### src/sv/thm_pkg.sv
// shared types and constants for the thermostat block
`timescale 1ns / 1ps

package thm_pkg;

    localparam int OP_W       = 2;
    localparam int KEY_W      = 2;
    localparam int RAW_W      = 16;
    localparam int TICK_W     = 8;
    localparam int SEC_W      = 6;
    localparam int MIN_W      = 6;
    localparam int HOUR_W     = 5;
    localparam int SETP_W     = 7;
    localparam int MODE_W     = 2;
    localparam int WHOLE_W    = 8;
    localparam int FRAC_W     = 4;

    localparam logic [TICK_W-1:0] TPS_RESET   = 8'd20;
    localparam logic [SEC_W-1:0]  SEC_LIMIT   = 6'd60;
    localparam logic [MIN_W-1:0]  MIN_LIMIT   = 6'd60;
    localparam logic [HOUR_W-1:0] HOUR_LIMIT  = 5'd24;
    localparam logic [HOUR_W-1:0] HOUR_MAX    = 5'd23;
    localparam logic [HOUR_W-1:0] HOUR_RESET  = 5'd12;
    localparam logic [MIN_W-1:0]  MIN_MAX     = 6'd59;
    localparam logic [SETP_W-1:0] SETP_MAX    = 7'd99;
    localparam logic [SETP_W-1:0] SETP_MIN    = 7'd1;

    typedef enum logic [OP_W-1:0] {
        OP_TICK   = 2'd0,
        OP_KEY    = 2'd1,
        OP_SAMPLE = 2'd2
    } t_op;

    typedef enum logic [KEY_W-1:0] {
        KEY_MODE   = 2'd0,
        KEY_INC    = 2'd1,
        KEY_DEC    = 2'd2,
        KEY_TOGGLE = 2'd3
    } t_key;

    typedef enum logic [MODE_W-1:0] {
        MODE_NORMAL = 2'd0,
        MODE_HOURS  = 2'd1,
        MODE_MINS   = 2'd2,
        MODE_SETP   = 2'd3
    } t_mode;

    typedef struct packed {
        logic [OP_W-1:0]  op;
        logic [KEY_W-1:0] key_code;
        logic [RAW_W-1:0] sample_raw;
    } t_item;

endpackage

### src/sv/thm_if.sv
// channel interfaces: input items, status results, configuration writes
`timescale 1ns / 1ps

interface thm_item_if import thm_pkg::*; ();
    logic             valid;
    logic             ready;
    logic [OP_W-1:0]  op;
    logic [KEY_W-1:0] key_code;
    logic [RAW_W-1:0] sample_raw;

    modport source (output valid, op, key_code, sample_raw, input ready);
    modport sink   (input valid, op, key_code, sample_raw, output ready);
endinterface

interface thm_stat_if import thm_pkg::*; ();
    logic               valid;
    logic               ready;
    logic [HOUR_W-1:0]  hours;
    logic [MIN_W-1:0]   minutes;
    logic [SEC_W-1:0]   seconds;
    logic [SETP_W-1:0]  setpoint;
    logic [MODE_W-1:0]  adjust_mode;
    logic               control_enabled;
    logic               drive_active;
    logic [WHOLE_W-1:0] temp_whole;
    logic [FRAC_W-1:0]  temp_fraction;

    modport source (output valid, hours, minutes, seconds, setpoint, adjust_mode,
                    control_enabled, drive_active, temp_whole, temp_fraction,
                    input ready);
    modport sink   (input valid, hours, minutes, seconds, setpoint, adjust_mode,
                    control_enabled, drive_active, temp_whole, temp_fraction,
                    output ready);
endinterface

interface thm_cfg_if import thm_pkg::*; ();
    logic              valid;
    logic              ready;
    logic [TICK_W-1:0] data;

    modport source (output valid, data, input ready);
    modport sink   (input valid, data, output ready);
endinterface

### src/sv/thm_in_reg.sv
// input register stage for item beats
`timescale 1ns / 1ps

module thm_in_reg import thm_pkg::*; (
    input  logic            i_clk,
    input  logic            i_rst_n,
    thm_item_if.sink        i_item,
    input  logic            i_take,
    output logic            o_valid,
    output t_item           o_item
);

    logic  r_valid;
    t_item r_item;

    // stage frees up when empty or when the core takes the held beat
    assign i_item.ready = !r_valid || i_take;

    always_ff @(posedge i_clk) begin
        if (!i_rst_n) begin
            r_valid <= 1'b0;
        end else if (i_item.ready) begin
            r_valid <= i_item.valid;
        end
    end

    always_ff @(posedge i_clk) begin
        if (i_item.valid && i_item.ready) begin
            r_item <= '{op: i_item.op, key_code: i_item.key_code,
                        sample_raw: i_item.sample_raw};
        end
    end

    assign o_valid = r_valid;
    assign o_item  = r_item;

endmodule

### src/sv/thm_core.sv
// clock, key and thermostat state update with registered status output
`timescale 1ns / 1ps

module thm_core import thm_pkg::*; (
    input  logic       i_clk,
    input  logic       i_rst_n,
    input  logic       i_valid,
    input  t_item      i_item,
    output logic       o_take,
    thm_cfg_if.sink    i_cfg,
    thm_stat_if.source o_status
);

    logic [TICK_W-1:0]  r_tps;
    logic [TICK_W-1:0]  r_tick,  n_tick;
    logic [SEC_W-1:0]   r_sec,   n_sec;
    logic [MIN_W-1:0]   r_min,   n_min;
    logic [HOUR_W-1:0]  r_hour,  n_hour;
    logic [SETP_W-1:0]  r_setp,  n_setp;
    logic [MODE_W-1:0]  r_mode,  n_mode;
    logic               r_enable, n_enable;
    logic               r_drive,  n_drive;
    logic [WHOLE_W-1:0] r_whole, n_whole;
    logic [FRAC_W-1:0]  r_frac,  n_frac;
    logic               r_out_valid;

    logic [TICK_W-1:0]  tick_inc;
    logic [SEC_W-1:0]   sec_a;
    logic [MIN_W-1:0]   min_a;
    logic [HOUR_W-1:0]  hour_a;

    assign i_cfg.ready = 1'b1;
    assign o_take = i_valid && (!r_out_valid || o_status.ready);

    always_comb begin
        n_tick   = r_tick;
        n_sec    = r_sec;
        n_min    = r_min;
        n_hour   = r_hour;
        n_setp   = r_setp;
        n_mode   = r_mode;
        n_enable = r_enable;
        n_whole  = r_whole;
        n_frac   = r_frac;
        n_drive  = r_drive;
        tick_inc = r_tick + 1'b1;
        sec_a    = r_sec;
        min_a    = r_min;
        hour_a   = r_hour;

        case (t_op'(i_item.op))
            OP_TICK: begin
                // tick, second, minute and hour carry in one pass
                n_tick = tick_inc;
                if (tick_inc >= r_tps) begin
                    sec_a  = r_sec + 1'b1;
                    n_tick = '0;
                end
                n_sec = sec_a;
                if (sec_a >= SEC_LIMIT) begin
                    min_a = r_min + 1'b1;
                    n_sec = '0;
                end
                n_min = min_a;
                if (min_a >= MIN_LIMIT) begin
                    hour_a = r_hour + 1'b1;
                    n_min  = '0;
                end
                n_hour = (hour_a >= HOUR_LIMIT) ? '0 : hour_a;
            end
            OP_KEY: begin
                case (t_key'(i_item.key_code))
                    KEY_MODE: begin
                        n_mode = r_mode + 1'b1;
                    end
                    KEY_INC: begin
                        case (t_mode'(r_mode))
                            MODE_HOURS: n_hour = (r_hour >= HOUR_MAX - 1'b1) ?
                                                 HOUR_MAX : r_hour + 1'b1;
                            MODE_MINS:  n_min  = (r_min >= MIN_MAX - 1'b1) ?
                                                 MIN_MAX : r_min + 1'b1;
                            MODE_SETP:  n_setp = (r_setp >= SETP_MAX - 1'b1) ?
                                                 SETP_MAX : r_setp + 1'b1;
                            default: ;
                        endcase
                    end
                    KEY_DEC: begin
                        case (t_mode'(r_mode))
                            MODE_HOURS: n_hour = (r_hour == '0) ? '0 : r_hour - 1'b1;
                            MODE_MINS:  n_min  = (r_min == '0) ? '0 : r_min - 1'b1;
                            // setpoint floor is one, zero also lands there
                            MODE_SETP:  n_setp = (r_setp <= SETP_MIN + 1'b1) ?
                                                 SETP_MIN : r_setp - 1'b1;
                            default: ;
                        endcase
                    end
                    KEY_TOGGLE: begin
                        n_enable = !r_enable;
                    end
                    default: ;
                endcase
            end
            OP_SAMPLE: begin
                n_whole = i_item.sample_raw[FRAC_W +: WHOLE_W];
                n_frac  = i_item.sample_raw[FRAC_W-1:0];
            end
            default: ;
        endcase

        // hysteresis: off while disabled, else on above setpoint, off below, hold when equal
        if (!n_enable) begin
            n_drive = 1'b0;
        end else if (n_whole > {1'b0, n_setp}) begin
            n_drive = 1'b1;
        end else if (n_whole < {1'b0, n_setp}) begin
            n_drive = 1'b0;
        end
    end

    always_ff @(posedge i_clk) begin
        if (!i_rst_n) begin
            r_tps       <= TPS_RESET;
            r_tick      <= '0;
            r_sec       <= '0;
            r_min       <= '0;
            r_hour      <= HOUR_RESET;
            r_setp      <= '0;
            r_mode      <= MODE_NORMAL;
            r_enable    <= 1'b0;
            r_drive     <= 1'b0;
            r_whole     <= '0;
            r_frac      <= '0;
            r_out_valid <= 1'b0;
        end else begin
            if (i_cfg.valid) begin
                r_tps <= i_cfg.data;
            end
            if (o_take) begin
                r_tick      <= n_tick;
                r_sec       <= n_sec;
                r_min       <= n_min;
                r_hour      <= n_hour;
                r_setp      <= n_setp;
                r_mode      <= n_mode;
                r_enable    <= n_enable;
                r_drive     <= n_drive;
                r_whole     <= n_whole;
                r_frac      <= n_frac;
                r_out_valid <= 1'b1;
            end else if (o_status.ready) begin
                r_out_valid <= 1'b0;
            end
        end
    end

    // state registers double as the result register: they only move on a take
    assign o_status.valid           = r_out_valid;
    assign o_status.hours           = r_hour;
    assign o_status.minutes         = r_min;
    assign o_status.seconds         = r_sec;
    assign o_status.setpoint        = r_setp;
    assign o_status.adjust_mode     = r_mode;
    assign o_status.control_enabled = r_enable;
    assign o_status.drive_active    = r_drive;
    assign o_status.temp_whole      = r_whole;
    assign o_status.temp_fraction   = r_frac;

    a_clock_range: assert property (@(posedge i_clk) disable iff (!i_rst_n)
        (r_hour < HOUR_LIMIT) && (r_min < MIN_LIMIT) && (r_sec < SEC_LIMIT))
        else $error("clock count out of range");

    a_setp_range: assert property (@(posedge i_clk) disable iff (!i_rst_n)
        r_setp <= SETP_MAX)
        else $error("setpoint above maximum");

    a_drive_needs_enable: assert property (@(posedge i_clk) disable iff (!i_rst_n)
        r_drive |-> r_enable)
        else $error("drive on while control disabled");

    a_state_holds_on_stall: assert property (@(posedge i_clk) disable iff (!i_rst_n)
        !o_take |=> $stable(r_hour) && $stable(r_min) && $stable(r_setp)
                    && $stable(r_drive))
        else $error("state moved without a beat");

    a_result_from_beat: assert property (@(posedge i_clk) disable iff (!i_rst_n)
        $rose(r_out_valid) |-> $past(i_valid))
        else $error("result without an input beat");

endmodule

### src/sv/thermostat_with_clock_and_keys.sv
// top level of the thermostat with time-of-day clock and key handling
`timescale 1ns / 1ps

// On/off thermostat with a time-of-day clock. Each input beat is a tick, a
// key event or a temperature sample, and each yields exactly one status beat.
// An item goes through an input register and the update logic into the
// state registers, which also form the result register; one item is taken
// every cycle while the status sink keeps up. ticks_per_second is written
// through the configuration channel, which is always ready; write it only
// while idle. After reset the clock reads 12:00:00 with control disabled.

module thermostat_with_clock_and_keys import thm_pkg::*; (
    input  logic       i_clk,
    input  logic       i_rst_n,
    thm_item_if.sink   i_item,
    thm_cfg_if.sink    i_cfg,
    thm_stat_if.source o_status
);

    logic  stage_valid;
    logic  stage_take;
    t_item stage_item;

    thm_in_reg u_in_reg (
        .i_clk   (i_clk),
        .i_rst_n (i_rst_n),
        .i_item  (i_item),
        .i_take  (stage_take),
        .o_valid (stage_valid),
        .o_item  (stage_item)
    );

    thm_core u_core (
        .i_clk    (i_clk),
        .i_rst_n  (i_rst_n),
        .i_valid  (stage_valid),
        .i_item   (stage_item),
        .o_take   (stage_take),
        .i_cfg    (i_cfg),
        .o_status (o_status)
    );

endmodule
### src/flat_wrapper.sv
// flat-port wrapper written by rule: the top's interface ports become plain ports
module thermostat_with_clock_and_keys_flat import thm_pkg::*;
  (i_clk, i_rst_n, i_item_valid, i_item_op, i_item_key_code, i_item_sample_raw, i_item_ready, i_cfg_valid, i_cfg_data, i_cfg_ready, o_status_valid, o_status_hours, o_status_minutes, o_status_seconds, o_status_setpoint, o_status_adjust_mode, o_status_control_enabled, o_status_drive_active, o_status_temp_whole, o_status_temp_fraction, o_status_ready);
  thm_item_if i_item_i ();
  thm_cfg_if i_cfg_i ();
  thm_stat_if o_status_i ();
  input  logic i_clk;
  input  logic i_rst_n;
  input wire logic [$bits(i_item_i.valid)-1:0] i_item_valid;
  input wire logic [$bits(i_item_i.op)-1:0] i_item_op;
  input wire logic [$bits(i_item_i.key_code)-1:0] i_item_key_code;
  input wire logic [$bits(i_item_i.sample_raw)-1:0] i_item_sample_raw;
  output wire logic [$bits(i_item_i.ready)-1:0] i_item_ready;
  input wire logic [$bits(i_cfg_i.valid)-1:0] i_cfg_valid;
  input wire logic [$bits(i_cfg_i.data)-1:0] i_cfg_data;
  output wire logic [$bits(i_cfg_i.ready)-1:0] i_cfg_ready;
  output wire logic [$bits(o_status_i.valid)-1:0] o_status_valid;
  output wire logic [$bits(o_status_i.hours)-1:0] o_status_hours;
  output wire logic [$bits(o_status_i.minutes)-1:0] o_status_minutes;
  output wire logic [$bits(o_status_i.seconds)-1:0] o_status_seconds;
  output wire logic [$bits(o_status_i.setpoint)-1:0] o_status_setpoint;
  output wire logic [$bits(o_status_i.adjust_mode)-1:0] o_status_adjust_mode;
  output wire logic [$bits(o_status_i.control_enabled)-1:0] o_status_control_enabled;
  output wire logic [$bits(o_status_i.drive_active)-1:0] o_status_drive_active;
  output wire logic [$bits(o_status_i.temp_whole)-1:0] o_status_temp_whole;
  output wire logic [$bits(o_status_i.temp_fraction)-1:0] o_status_temp_fraction;
  input wire logic [$bits(o_status_i.ready)-1:0] o_status_ready;
  assign i_item_i.valid = i_item_valid;
  assign i_item_i.op = i_item_op;
  assign i_item_i.key_code = i_item_key_code;
  assign i_item_i.sample_raw = i_item_sample_raw;
  assign i_item_ready = i_item_i.ready;
  assign i_cfg_i.valid = i_cfg_valid;
  assign i_cfg_i.data = i_cfg_data;
  assign i_cfg_ready = i_cfg_i.ready;
  assign o_status_valid = o_status_i.valid;
  assign o_status_hours = o_status_i.hours;
  assign o_status_minutes = o_status_i.minutes;
  assign o_status_seconds = o_status_i.seconds;
  assign o_status_setpoint = o_status_i.setpoint;
  assign o_status_adjust_mode = o_status_i.adjust_mode;
  assign o_status_control_enabled = o_status_i.control_enabled;
  assign o_status_drive_active = o_status_i.drive_active;
  assign o_status_temp_whole = o_status_i.temp_whole;
  assign o_status_temp_fraction = o_status_i.temp_fraction;
  assign o_status_i.ready = o_status_ready;
  thermostat_with_clock_and_keys u_core (.i_clk(i_clk), .i_rst_n(i_rst_n), .i_item(i_item_i), .i_cfg(i_cfg_i), .o_status(o_status_i));
endmodule
### config.mk
export PLATFORM = sky130hd
export DESIGN_NAME = thermostat_with_clock_and_keys_flat
export DESIGN_NICKNAME = d
export VERILOG_FILES = /design/src/sv/thm_pkg.sv /design/src/sv/thm_if.sv /design/src/sv/thm_in_reg.sv /design/src/sv/thm_core.sv /design/src/sv/thermostat_with_clock_and_keys.sv /design/src/flat_wrapper.sv
export SDC_FILE = /design/constraint.sdc
export NUM_CORES = 1
export LEC_CHECK = 0
export BUFFER_PORTS_ARGS = -buffer_cell sky130_fd_sc_hd__clkbuf_2
export CORE_UTILIZATION = 32
export CTS_CLUSTER_DIAMETER = 40
export DETAILED_ROUTE_END_ITERATION = 7
export GPL_TIMING_DRIVEN = 0
export PLACE_DENSITY = 0.47
export SYNTH_ARGS = -nofsm -noshare
export SYNTH_HDL_FRONTEND = slang
export SYNTH_SLANG_ARGS = --single-unit
### constraint.sdc
create_clock -name i_clk -period 4.6 [get_ports i_clk]
set_input_delay 0.92 -clock i_clk [delete_from_list [all_inputs] [get_ports i_clk]]
set_output_delay 0.92 -clock i_clk [all_outputs]
set_load 0.01 [all_outputs]
== After elaboration in Yosys (flattened, before gate mapping) ==
Cells that the tools add are included.

* Output and inout port bits: 43
* Register bits after elaboration: 74
* Memories kept: 0
* Input port bits: 33
* Latch bits: 0
* Bits in read-only memories: 0
* RAM bits: 0
* Logic and storage cells: 104

* $mul: 0
* Add/sub/neg operators: 9
* Div/mod/pow operators: 0
* $lt $le $gt $ge: 10
* Shift-type cells: 0
* Multiplexer cells: 36
* Bitwise gates (word level): 0
* Reductions and logical operators: 19
* Eq/ne operators: 14

{| class="wikitable"
|+ Operators with widths
! cell !! number
|-
| 2-to-1 mux 6 bit || 10
|-
| 2-to-1 mux 5 bit || 7
|-
| 2-to-1 mux 7 bit || 5
|-
| case mux 6 bit (2 select lines) || 2
|-
| case mux 5 bit (2 select lines) || 2
|-
| >= comparator 6 bit, second input constant || 3
|-
| 2-to-1 mux 8 bit || 2
|-
| case mux 7 bit (2 select lines) || 1
|-
| adder 6 x 1 -> 6 bit, second input constant || 2
|-
| == test 2 bit, second input constant || 5
|-
| >= comparator 5 bit, second input constant || 2
|-
| AND reduction 5 bit || 2
|-
| != test 3 x 2 -> 1 bit, second input constant || 3
|-
| adder 8 x 1 -> 8 bit, second input constant || 1
|-
| >= comparator 8 bit || 1
|-
| > comparator 8 x 7 -> 1 bit || 1
|-
| < comparator 8 x 7 -> 1 bit || 1
|-
| adder 7 x 1 -> 7 bit, second input constant || 1
|-
| >= comparator 7 bit, second input constant || 1
|-
| less-or-equal comparator 7 x 2 -> 1 bit, second input constant || 1
|-
| 2-to-1 mux 1 bit || 7
|-
| subtractor 7 x 1 -> 7 bit, second input constant || 1
|-
| == test 2 x 1 -> 1 bit, second input constant || 3
|-
| zero test 6 bit || 1
|-
| 14 further kinds || 23
|}

== Logic depth before layout (Yosys ltp) ==
* Depth in word-level cells: 13
* Depth in mapped cells: 15
* Mapped depth without buffers: 14

== Modules after synthesis ==
Synthesis repeated with hierarchy kept, for this count alone.

* Cell total of the unflattened synthesis: 596
* Area, all modules: 4978.5 um2

{| class="wikitable"
|+ Modules (own cells, without submodules)
! module !! sequential area each (um2) !! cells each !! times used !! area an instance (um2)
|-
| thm_core || 1141.1 || 571 || 1 || 4320.4
|-
| thm_in_reg || 620.6 || 25 || 1 || 658.1
|}

== Least setup slack after synthesis ==
No wires, ideal clock.

* Kind: reg-to-reg
* From: register u_core.u_core.r_tick[2]
* To: register u_core.u_core.r_hour[2] (netlist: u_core.u_core.o_status.hours[2])
* Data required time: 4.480 ns
* Arrival: 3.102 ns
* Buffers on the path: 0
* Cell stages (with the launch flop): 14
* Setup slack: 1.378 ns
* Period minus slack after synthesis: 3.222 ns
* Library setup time: 0.120 ns
* Cells stage by stage: dfxtp_1 > and3_1 > and3_1 > nand3_1 > xnor2_1 > ha_1 > nand2_1 > o21ai_2 > o21ai_0 > and4_4 > o2bb2ai_4 > mux2_4 > o32a_1 > o31a_1

* Longest elaborated chain between the ends: 13

{| class="wikitable"
|+ Ends and longest elaborated chain
! what !! line !! source
|-
| start, declared || thm_core.sv:15 || <nowiki>logic [TICK_W-1:0] r_tick, n_tick;</nowiki>
|-
| start signal, assigned || thm_core.sv:139 || <nowiki>r_tick <= n_tick;</nowiki>
|-
| adder 8 x 1 -> 8 bit (*) || thm_core.sv:46 || <nowiki>tick_inc = r_tick + 1'b1;</nowiki>
|-
| >= comparator 8 bit (*) || thm_core.sv:55 || <nowiki>if (tick_inc >= r_tps) begin</nowiki>
|-
| 2-to-1 mux 6 bit (*) || thm_core.sv:55 ||
|-
| 2-to-1 mux 6 bit (*) || thm_core.sv:51 || <nowiki>case (t_op'(i_item.op))</nowiki>
|-
| >= comparator 6 bit (*) || thm_core.sv:60 || <nowiki>if (sec_a >= SEC_LIMIT) begin</nowiki>
|-
| 2-to-1 mux 6 bit (*) || thm_core.sv:60 ||
|-
| 2-to-1 mux 6 bit (*) || thm_core.sv:51 ||
|-
| >= comparator 6 bit (*) || thm_core.sv:65 || <nowiki>if (min_a >= MIN_LIMIT) begin</nowiki>
|-
| 2-to-1 mux 5 bit (*) || thm_core.sv:65 ||
|-
| 2-to-1 mux 5 bit (*) || thm_core.sv:51 ||
|-
| >= comparator 5 bit || thm_core.sv:69 || <nowiki>n_hour = (hour_a >= HOUR_LIMIT) ? '0 : hour_a;</nowiki>
|-
| 2-to-1 mux 5 bit (*) || thm_core.sv:69 ||
|-
| case mux 5 bit (2 select lines) (*) || thm_core.sv:51 ||
|-
| end signal, assigned || thm_core.sv:142 || <nowiki>r_hour <= n_hour;</nowiki>
|-
| end, declared || thm_core.sv:18 || <nowiki>logic [HOUR_W-1:0] r_hour, n_hour;</nowiki>
|}

Mark *: on every way between the ends. The rest lies on a longest branch, timed or not. The select of a mux whose other input is x is not followed.
A chain may end at the register's enable or synchronous reset.

== Final worst setup path ==
* From: register u_core.u_core.r_tick[0]
* To: register u_core.u_core.r_min[4] (netlist: u_core.u_core.o_status.minutes[4])

* Longest elaborated chain between the ends: 10

{| class="wikitable"
|+ Ends and longest elaborated chain
! what !! line !! source
|-
| adder 8 x 1 -> 8 bit (*) || thm_core.sv:46 ||
|-
| >= comparator 8 bit (*) || thm_core.sv:55 ||
|-
| 2-to-1 mux 6 bit (*) || thm_core.sv:55 ||
|-
| 2-to-1 mux 6 bit (*) || thm_core.sv:51 ||
|-
| >= comparator 6 bit (*) || thm_core.sv:60 ||
|-
| 2-to-1 mux 6 bit (*) || thm_core.sv:60 ||
|-
| 2-to-1 mux 6 bit (*) || thm_core.sv:51 ||
|-
| >= comparator 6 bit || thm_core.sv:65 ||
|-
| 2-to-1 mux 6 bit (*) || thm_core.sv:65 ||
|-
| case mux 6 bit (2 select lines) (*) || thm_core.sv:51 ||
|-
| end signal, assigned || thm_core.sv:141 || <nowiki>r_min <= n_min;</nowiki>
|-
| end, declared || thm_core.sv:17 || <nowiki>logic [MIN_W-1:0] r_min, n_min;</nowiki>
|}

Marks and branches as above.

==> flow_metrics.tcl <==
set metrics [dict create \
    status "complete, no violations" \
    cts_root_buffer "clkbuf_16" \
    tns_ns 0 \
    crit_slowest_cell "mux2i_1" \
    diodes 0 \
    drc 0 \
    grt_pass1_vias 4795 \
    hold_viol_final 0 \
    cp-end-kind "register" \
    worstPathRequired_ns 4.85 \
    die_h_microns 128.8 \
    ys.flop_type "dfxtp_1" \
    hold_buffers 0 \
    fin_crit_sh_pct 81.21 \
    grt_antenna_before_repair 1 \
    gp_routability_congestion 0.8742 \
    cts_resized 0 \
    p_leak_nw 2.388 \
    ys_warn_count 0 \
    grt_usage_pct 18.69 \
    yosysSeqAreaShare_pct 31.91 \
    ir_drop_mv 0.1888 \
    syn_avg_cell_area_sq_um 8.217 \
    num_vias 4952 \
    synthTopCellsByCount "nand2_1, dfxtp_1, o21ai_0" \
    max_freq_ghz 0.2677 \
    gr-total-overflow 0 \
    clk_latency_ns 0.35 \
    slew_violations 0 \
    yosys.area.top_type "dfxtp_1" \
    yosysMostFrequentCell "nand2_1" \
    holdWs_ns 0.4656 \
    drt-total-wl_mm 14.86 \
    fin_nets 772 \
    drt-wirelength-per-cell_microns 16.13 \
    die_w_microns 128.8 \
    start_kind "register" \
    io_pins 76 \
    synth-async-reset-ratio_pct 0 \
    firstDrtPassIters 5 \
    die_area_sq_mm 0.01659 \
    critical_path_arrival_ns 3.98 \
    antenna_left 0 \
    cap_violations 0 \
    rows 45 \
    cts_setup_buffers 0 \
    slew_headroom_pct 32.82 \
    path_class "reg2reg" \
    syn_inst 626 \
    clk_pin_slew_ns 0.07 \
    vias_per_cell 5.377 \
    finClkSkew_ns 0.01153 \
    grt_max_degree 17 \
    drive_gt1_share_pct 16.90 \
    cts_max_level 3 \
    hold_path.class "reg2reg" \
    numPortBuffers 68 \
    post_synth_num_cell_types 72 \
    rsz0062_at_grt "false" \
    crit_chain "and3_1, and3_1, nand3_1, xnor2_1, ha_1, nand2_1, o21ai_2, o21ai_0, and4_4, o2bb2ai_4, mux2i_1, o21ai_0, a31o_2" \
    cts_num_sinks 74 \
    area_growth_pct 17.08 \
    cts_tree "done" \
    synth_edf_count 16 \
    worstMarginPinSlew_ns 1.000 \
    syn_nets 693 \
    setup-violations-final 0 \
    synthTopCellsByArea "dfxtp_1, edfxtp_1, ha_1" \
    cts_buffers 9 \
    worstPathMaxFanout 10 \
    initial_utilization_pct 33.34 \
    p_per_area_mw_per_mm2 257.9 \
    drt_first_iter_violations 277 \
    ys_seq_elements 74 \
    clock_path_buffers 2 \
    max_stage_delay_ns 0.60 \
    coreArea_sq_mm 0.01543 \
    grt_first_pass_wirelength_mm 24.05 \
    dpl.hpwl_mm 11.10 \
    synth_area_sq_mm 0.005144 \
    layout_min_cycle_time_ns 3.736 \
    synth_top_area_share_pct 22.57 \
]
registers in the layout (all words and copies together), names as in the netlist, 2 cells and up:
register / count
u_core.u_core.o_status.hours: 5
u_core.u_core.r_tps: 8
u_core.u_core.o_status.seconds: 6
u_core.u_core.o_status.setpoint: 7
u_core.u_in_reg.o_item: 16
u_core.u_core.r_tick: 8
u_core.u_core.o_status.temp_fraction: 4
u_core.u_core.o_status.temp_whole: 8
u_core.u_core.o_status.minutes: 6
u_core.u_core.o_status.adjust_mode: 2
critical path: cells and delay by family, from the launching register on:
| family | cells | cell delay (ns) |
|---|---|---|
| AO/OA/AOI/OAI | 5 | 1.23 |
| adder cells (fa/ha/maj) | 1 | 0.32 |
| XOR/XNOR | 1 | 0.17 |
| AND/OR/NAND/NOR | 5 | 0.92 |
| multiplexers | 1 | 0.60 |
| flip-flops | 1 | 0.41 |
logic make-up after synthesis:
group | count (synthesis) | share of synthesized area [%]
xor+xnor | 20 | 3.406
mux | 18 | 3.770
compound gates | 172 | 22.99
buf+inv | 65 | 6.398
fa+ha+maj | 34 | 8.271
simple gates | 242 | 23.18
other cells | 1 | 0.07290
flops | 74 | 31.91
report_power, final:
part           internal (W)  switching (W)
Clock              0.000368       0.000296
Combinational     0.0000755       0.000113
Sequential         0.000685      0.0000157
metal layers:
layer | up-vias | track usage, % | wire length (microns) | part of all wire (%)
met5 | - | 0 | 0 | 0
met4 | 0 | 6.990 | 267 | 1.8
met3 | 25 | 5.322 | 972 | 6.5
met2 | 174 | 31.57 | 7056 | 47
met1 | 2333 | 22.49 | 6563 | 44
li1 | 2420 | - | - | -
area by class of cell:
type / count / area (sq um)
plain buffers: 41 / 239.0
clock inverters: 5 / 41.29
repair buffers: 68 / 340.3
fillers: 1669 / 9405
flip-flops and latches: 74 / 1642
multi-input cells: 487 / 3173
clock buffers: 11 / 232.7
well taps: 211 / 264.0
inverters: 24 / 90.09
layout by cell type (no fill, tap or decap), types with 3 or more instances in the layout:
master	Yosys	layout
and3_1	11	11
nand2b_1	5	5
nand4_1	11	11
nand2_1	89	89
nor2b_1	23	23
nor2_1	33	33
xor2_1	9	9
a31o_2	3	3
nand3_1	29	29
o211ai_1	3	3
o21a_1	5	5
mux2_2	7	7
o221ai_1	3	3
clkbuf_16	0	9
xnor2_1	11	11
a211oi_1	3	3
buf_6	7	7
a41oi_1	4	4
mux2i_1	10	10
clkbuf_1	28	30
o21ai_0	44	44
dfxtp_1	58	58
a31oi_1	7	7
inv_1	24	24
clkbuf_2	0	68
o31ai_1	7	7
and2_1	12	12
or3_1	3	3
clkinv_4	0	3
a22oi_1	3	3
ha_1	34	34
nor3_1	11	11
o22ai_1	8	8
a21boi_0	15	15
a21oi_1	34	34
nor4_1	3	3
buf_4	3	3
o31a_1	3	3
edfxtp_1	16	16
stage by stage:
stage	total power (W)	setup WS [ns]	area, sq um	instances	util [%]
after floorplan	0.0008395	1.378	5144	626	-
after global placement	0.0009009	0.9442	5748	905	37.26
after detailed placement	0.0009035	0.9031	5748	905	37.26
after CTS	0.001574	0.8494	6022	921	39.03
after global routing	0.001625	0.5627	6022	921	39.03
final	0.001553	0.8642	6022	921	39.03
path summary, 6_finish.rpt:
check | start | end | slack (ns) | cells after the start
min | u_core.u_core.o_status.temp_fraction[1]$_SDFFE_PN0P_ | u_core.u_core.o_status.temp_fraction[1]$_SDFFE_PN0P_ | 0.47 | 2
min reg2reg | u_core.u_core.o_status.temp_fraction[1]$_SDFFE_PN0P_ | u_core.u_core.o_status.temp_fraction[1]$_SDFFE_PN0P_ | 0.47 | 2
max | u_core.u_core.r_tick[0]$_SDFFE_PN0P_ | u_core.u_core.o_status.minutes[4]$_SDFFE_PN0P_ | 0.86 | 13
max reg2reg | u_core.u_core.r_tick[0]$_SDFFE_PN0P_ | u_core.u_core.o_status.minutes[4]$_SDFFE_PN0P_ | 0.86 | 13
Power figures use the tool's default switching activity.
